### config.mk
export PLATFORM = sky130hd
export DESIGN_NAME = cdp_value_table
export DESIGN_NICKNAME = d
export VERILOG_FILES = /design/src/cdp_pkg.sv /design/src/cdp_value_table.sv
export SDC_FILE = /design/constraint.sdc
export NUM_CORES = 2
export LEC_CHECK = 0
export BUFFER_PORTS_ARGS = -buffer_cell sky130_fd_sc_hd__buf_2
export CAP_MARGIN = 10
export CORE_MARGIN = 5
export CORE_UTILIZATION = 45
export CTS_CLUSTER_DIAMETER = 60
export DETAILED_ROUTE_END_ITERATION = 16
export PLACE_DENSITY = 0.57
export SLEW_MARGIN = 20
export SYNTH_ARGS = -nofsm -noshare
export SYNTH_HDL_FRONTEND = slang
export SYNTH_SLANG_ARGS = --single-unit
### constraint.sdc
create_clock -name clk -period 3.6 [get_ports clk]
set_clock_uncertainty 0.2 [all_clocks]
set_input_delay 0.54 -clock clk [delete_from_list [all_inputs] [get_ports clk]]
set_output_delay 0.54 -clock clk [all_outputs]
set_load 0.01 [all_outputs]
### src/cdp_pkg.sv
// Shared types and constants for the codebook dot-product block.
// Holds table geometry, value and accumulator widths, item kind codes and the
// table write-port bundle. No dependencies.
package cdp_pkg;

	// Table and datapath geometry.
	localparam int TABLE_ENTRIES = 256;
	localparam int VALUE_BITS    = 16;
	localparam int ACC_BITS      = 48;
	localparam int INDEX_BITS    = 8;
	localparam int ADDR_BITS     = (TABLE_ENTRIES > 1) ? $clog2(TABLE_ENTRIES) : 1;
	localparam int PROD_BITS     = 2 * VALUE_BITS;
	localparam int SUM_BITS      = ((PROD_BITS > ACC_BITS) ? PROD_BITS : ACC_BITS) + 1;

	// One more bit than an index so the entry count itself can be compared against.
	localparam logic [INDEX_BITS:0] TABLE_LIMIT = (INDEX_BITS + 1)'(TABLE_ENTRIES);

	typedef logic [INDEX_BITS-1:0]       index_t;
	typedef logic [ADDR_BITS-1:0]        addr_t;
	typedef logic signed [VALUE_BITS-1:0] value_t;
	typedef logic signed [PROD_BITS-1:0]  prod_t;
	typedef logic signed [ACC_BITS-1:0]   acc_t;
	typedef logic signed [SUM_BITS-1:0]   sum_t;

	// Saturation limits of the accumulator.
	localparam acc_t ACC_MAX = {1'b0, {(ACC_BITS-1){1'b1}}};
	localparam acc_t ACC_MIN = {1'b1, {(ACC_BITS-1){1'b0}}};

	// Item kind codes.
	localparam logic KIND_PAIR  = 1'b0;
	localparam logic KIND_WRITE = 1'b1;

	// Write port of the value table.
	typedef struct packed {
		logic   en;
		index_t addr;
		value_t data;
	} table_wr_t;

endpackage

### src/cdp_value_table.sv
// Codebook value table: one write port and two registered read ports.
// Depends on cdp_pkg for the geometry and the write-port bundle.
// Indices at or beyond the table size read as zero; writes there are dropped.
module cdp_value_table (
	input  logic              clk,
	input  cdp_pkg::table_wr_t wr,
	input  logic              rd_en,
	input  cdp_pkg::index_t   rd_index_a,
	input  cdp_pkg::index_t   rd_index_b,
	output cdp_pkg::value_t   rd_value_a,
	output cdp_pkg::value_t   rd_value_b
);
	import cdp_pkg::*;

	value_t mem [TABLE_ENTRIES];
	value_t data_a_q;
	value_t data_b_q;
	logic   in_range_a_q;
	logic   in_range_b_q;
	logic   wr_in_range;

	assign wr_in_range = {1'b0, wr.addr} < TABLE_LIMIT;

	// Write and read the storage; read data is registered.
	always_ff @(posedge clk) begin
		if (wr.en && wr_in_range) begin
			mem[wr.addr[ADDR_BITS-1:0]] <= wr.data;
		end
		if (rd_en) begin
			data_a_q     <= mem[rd_index_a[ADDR_BITS-1:0]];
			data_b_q     <= mem[rd_index_b[ADDR_BITS-1:0]];
			in_range_a_q <= {1'b0, rd_index_a} < TABLE_LIMIT;
			in_range_b_q <= {1'b0, rd_index_b} < TABLE_LIMIT;
		end
	end

	// Out-of-range indices read as zero.
	assign rd_value_a = in_range_a_q ? data_a_q : '0;
	assign rd_value_b = in_range_b_q ? data_b_q : '0;

endmodule
Yosys cells after proc, flatten, opt, wreduce, memory -nomap -nowiden. Memories as Yosys holds them, arrays and structs flattened. A register that Yosys moved wholly into a read port is not among the register bits. Index checks and enable logic that the tools add are counted.

Memories: 1. Output and inout port bits: 32. Bits in registers: 0. Bits of input ports: 43. Bits in writable memories: 4096.

Multiplexer cells: 2.

Memory list: mem (depth 256, bits a word 16, rd ports 2, clocked after memory_dff 2, wr ports 1, line cdp_value_table.sv:15) `value_t mem [TABLE_ENTRIES];`.

Operators by type and width (count): 1-bit two-way mux (2).

Depth between registers and ports, before layout.
Word-level depth: 2. Mapped depth: 13. Depth with buffers taken out: 7.

Worst setup path before layout. OpenSTA, ideal clock, no wires.

Path type: in2reg. Start: input rd_index_b[0]. End: register data_b_q[10] (read register of mem), data pin. Path buffers: 2. Cell stages on the path: 8. Path slack: 455 ps. Arrival time: 2678 ps. Cells stage by stage: buf_4 > buf_1 > mux4_2 > mux4_2 > a22oi_1 > nand2_1 > o31ai_1 > nor3_1.

RTL lines: start: declaration (line cdp_value_table.sv:9) `input cdp_pkg::index_t rd_index_b,`; end: declaration (line cdp_value_table.sv:17) `value_t data_b_q;`.

==> run_results.csv <==
group,metric,value,unit
floorplanning,ioPinCount,75,
final_layout,fin_util,0.5355,
power,ir_drop,0.0003970,V
worst_setup_path,critPathMaxFanout,40,
run_status,status,"complete, but fails checks",
sta,max_freq,268.4,MHz
final_layout,final_common_cell,"edfxtp_1",
worst_setup_path,worstSetupPathType,"input port to flop",
synthesis,synth_edf_count,4128,
clock_network,clock_latency,1.04,ns
power,power.density,482.1,mW/mm^2
worst_setup_path,worstSetupStartpointType,"input port",
synthesis,yosysWarnings,0,
detailed_routing,dr.pass1.iters,8,
grt,grt_first_pass_wirelength,968300,um
synthesis,synth_nets,10180,
grt,grt_pass1_vias,119800,
synthesis,synth_cells,10140,
worst_hold_path,hp-class,"input port to flop",
final_layout,fin_cells,17740,
worst_setup_path,cpPeakStageDelay,0.85,ns
final_layout,final_cell_mix,"edfxtp_1 (4128), mux4_2 (1688), buf_4 (1499)",
synthesis,synth_flop_cell,"edfxtp_1",
placement,dp_hpwl,472900,um
sta,fin_ws,-0.1254,ns
grt,grt.overflow.total,0,
worst_setup_path,worstPathRequired,4.22,ns
clock_network,h-tree-depth,5,
sta,fin_crit,3.725,ns
final_layout,drive_above_1_share,0.3711,
final_layout,regArea,0.1240,sq mm
clock_network,path_clk_slew,0.06,ns
final_layout,multi_input_comb_area,0.06408,sq mm
worst_setup_path,cp_cell_sequence,"buf_12, buf_4, buf_12, buf_12, mux2i_1, o221ai_1, o221ai_1, nor2_1, nor3_1, nor4_1, and3_1",
clock_network,post_cts_buffers,0,
clock_network,cts_num_sinks,4128,
grt,gr-usage-all-layers,0.3136,
grt,grt_max_degree,116,
floorplanning,die_area,0.4396,sq mm
worst_setup_path,arrival,4.34,ns
final_layout,area_delta_synth_final,18.41,%
final_layout,fillers,33220,
placement,pre_cts_ws,-1.307,ns
run,drv_cap,0,
detailed_routing,drtIter0Drc,18050,
sta,relSlewSlack,0.1484,
synthesis,synth.distinct_cells,58,
placement,dpl.cell_count,16780,
detailed_routing,route.detailed.drc,0,
worst_setup_path,r2r-end,"data_a_q[9]$_DFFE_PP_",
floorplanning,initial_core_util,0.4523,
clock_network,ctsLongestPathBuffers,4,
worst_hold_path,min_from,"wr[22]",
detailed_routing,viasPerCell,6.859,
worst_setup_path,crit-reg2reg-launch,"mem[154][9]$_DFFE_PP_",
synthesis,synth_top_area_frac,0.6459,
floorplanning,coreArea,0.4243,sq mm
synthesis,ys_top_cells_by_area,"edfxtp_1 (65%), mux4_2 (20%), mux2i_1 (5.3%), o221ai_1 (1.9%), o22ai_1 (0.92%)",
synthesis,avgSynthCellArea,18.94,sq um
placement,gp_congestion,0.9413,
clock_network,root_buffer,"clkbuf_16",
worst_setup_path,crit_end,"data_b_q[6]$_DFFE_PP_",
synthesis,synth_seq_area_share,0.6459,
power,total_power,109.6,mW
final_layout,fin_area,0.2272,sq mm
placement,port_buffers,74,
detailed_routing,wl,705800,um
clock_network,cts_buffers,458,
sta,tightest_slew,1.277,ns
floorplanning,die_w,663.0,um
sta,hold_violations,0,
placement,placed_area,0.2122,sq mm
worst_setup_path,worstSetupEndpointType,"flop",
synthesis,synth_top_cell_by_area,"edfxtp_1",
sta,post-route-period-util,1.035,
worst_setup_path,reg2regPathDepth,9,
floorplanning,die_y,663.0,um
synthesis,synth-async-reset-ratio,0,
synthesis,synth-seq-cells,4128,
detailed_routing,antenna_left,0,
sta,slew_viol_final,0,
synthesis,syn_area,0.1919,sq mm
floorplanning,num_rows,239,
worst_setup_path,cp_slowest_cell,"nor4_1",
grt,antenna_found_initial,85,
detailed_routing,vias,121700,
run_status,violations,"setup timing",
worst_setup_path,path_common_cell,"buf_12",
worst_setup_path,r2r_setup_slack,-0.08,ns
detailed_routing,avgRoutedWirePerCell,39.80,um
power,leakagePower,75.25,nW
worst_setup_path,crit_start,"rd_index_b[0]",
sta,setup_viol,5,
clock_network,cts_tree,"yes",
final_layout,final_net_count,11640,
[power breakdown]
group | internal [mW] | total (mW) | switching, mW
Sequential | 53.1 | 53.2 | 0.158
Combinational | 4.16 | 10.4 | 6.25
Clock | 26.3 | 45.9 | 19.6
Total | 83.6 | 110 | 26.0
[cells in the mapped netlist, types with 27 or more instances]
cell	count
clkbuf_1	382
buf_1	102
buf_6	92
nor2_1	355
a22oi_1	119
a21oi_1	210
a22o_1	55
buf_2	153
buf_4	100
o221ai_1	418
nor4_1	38
o211ai_1	59
nor3_1	185
a2111oi_0	38
nand3_1	83
o21ai_0	74
edfxtp_1	4128
nand4_1	30
o22ai_1	281
o31ai_1	27
a221oi_1	48
mux2i_1	1021
mux4_2	1688
nand2_1	257
[flip-flops by register name, indices dropped and copies added, names as in the netlist]
register  count
data_b_q     16
mem        4096
data_a_q     16
[stage by stage]
step	setup TNS [ns]	hold slack, ns
3_5_place_dp	-24.59	0.7594
4_1_cts	0	0.04982
2_1_floorplan	0	0.4389
5_1_grt	-0.06063	0.1035
6_report	-0.3359	0.1182
3_3_place_gp	-27.44	0.7568
[worst min-delay path by stage]
stage / endpoint / slack, ns / depth (start not counted)
detailed placement: rd_value_b[7] / 0.76 / 1
global route: mem[210][2]$_DFFE_PP_ / 0.10 / 4
global placement: rd_value_b[7] / 0.76 / 1
floorplan: mem[0][0]$_DFFE_PP_ / 0.44 / 0
finish: mem[210][2]$_DFFE_PP_ / 0.12 / 4
CTS: mem[210][2]$_DFFE_PP_ / 0.05 / 4
[area by class of cell]
type / count / area share
multi-input cells: 5151 / 0.2820
well taps: 5663 / 0.03118
clock inverters: 281 / 0.01058
clock buffers: 561 / 0.05326
repair buffers: 1855 / 0.07624
flip-flops and latches: 4128 / 0.5455
inverters: 6 / 0.0001927
diodes: 91 / 0.001002
[worst max-delay path, delay by kind of cell]
| family | cells | cell delay, ns |
|---|---|---|
| buffers and inverters | 4 | 1.06 |
| muxes | 1 | 0.13 |
| and+or+nand+nor | 4 | 2.07 |
| AOI/OAI and AO/OA | 2 | 0.40 |
[routing by layer]
metal / GRT usage / part of all wire
met5: 0 / 0.00028
met4: 0.1395 / 0.051
met3: 0.07456 / 0.12
met2: 0.4737 / 0.46
met1: 0.4365 / 0.38
[kinds of logic (layout without fill, tap and decap cells)]
kind of cell	Yosys count	after routing	synth area share
other	0	91	0
AND/OR/NAND/NOR	1028	1028	0.02423
AO/OA/AOI/OAI	1414	1414	0.05387
flip-flops	4128	4128	0.6459
buffers and inverters	856	2703	0.02462
multiplexers	2709	2709	0.2514
[what timing repair did]
action,4_1_cts,5_1_grt
hold buffers,19,0
hold endpoints to repair,954,0
gates resized for setup,12,6
pin swaps,0,0
endpoints found under the setup margin,8,6
Note: power is estimated with default switching activity, not from simulation.
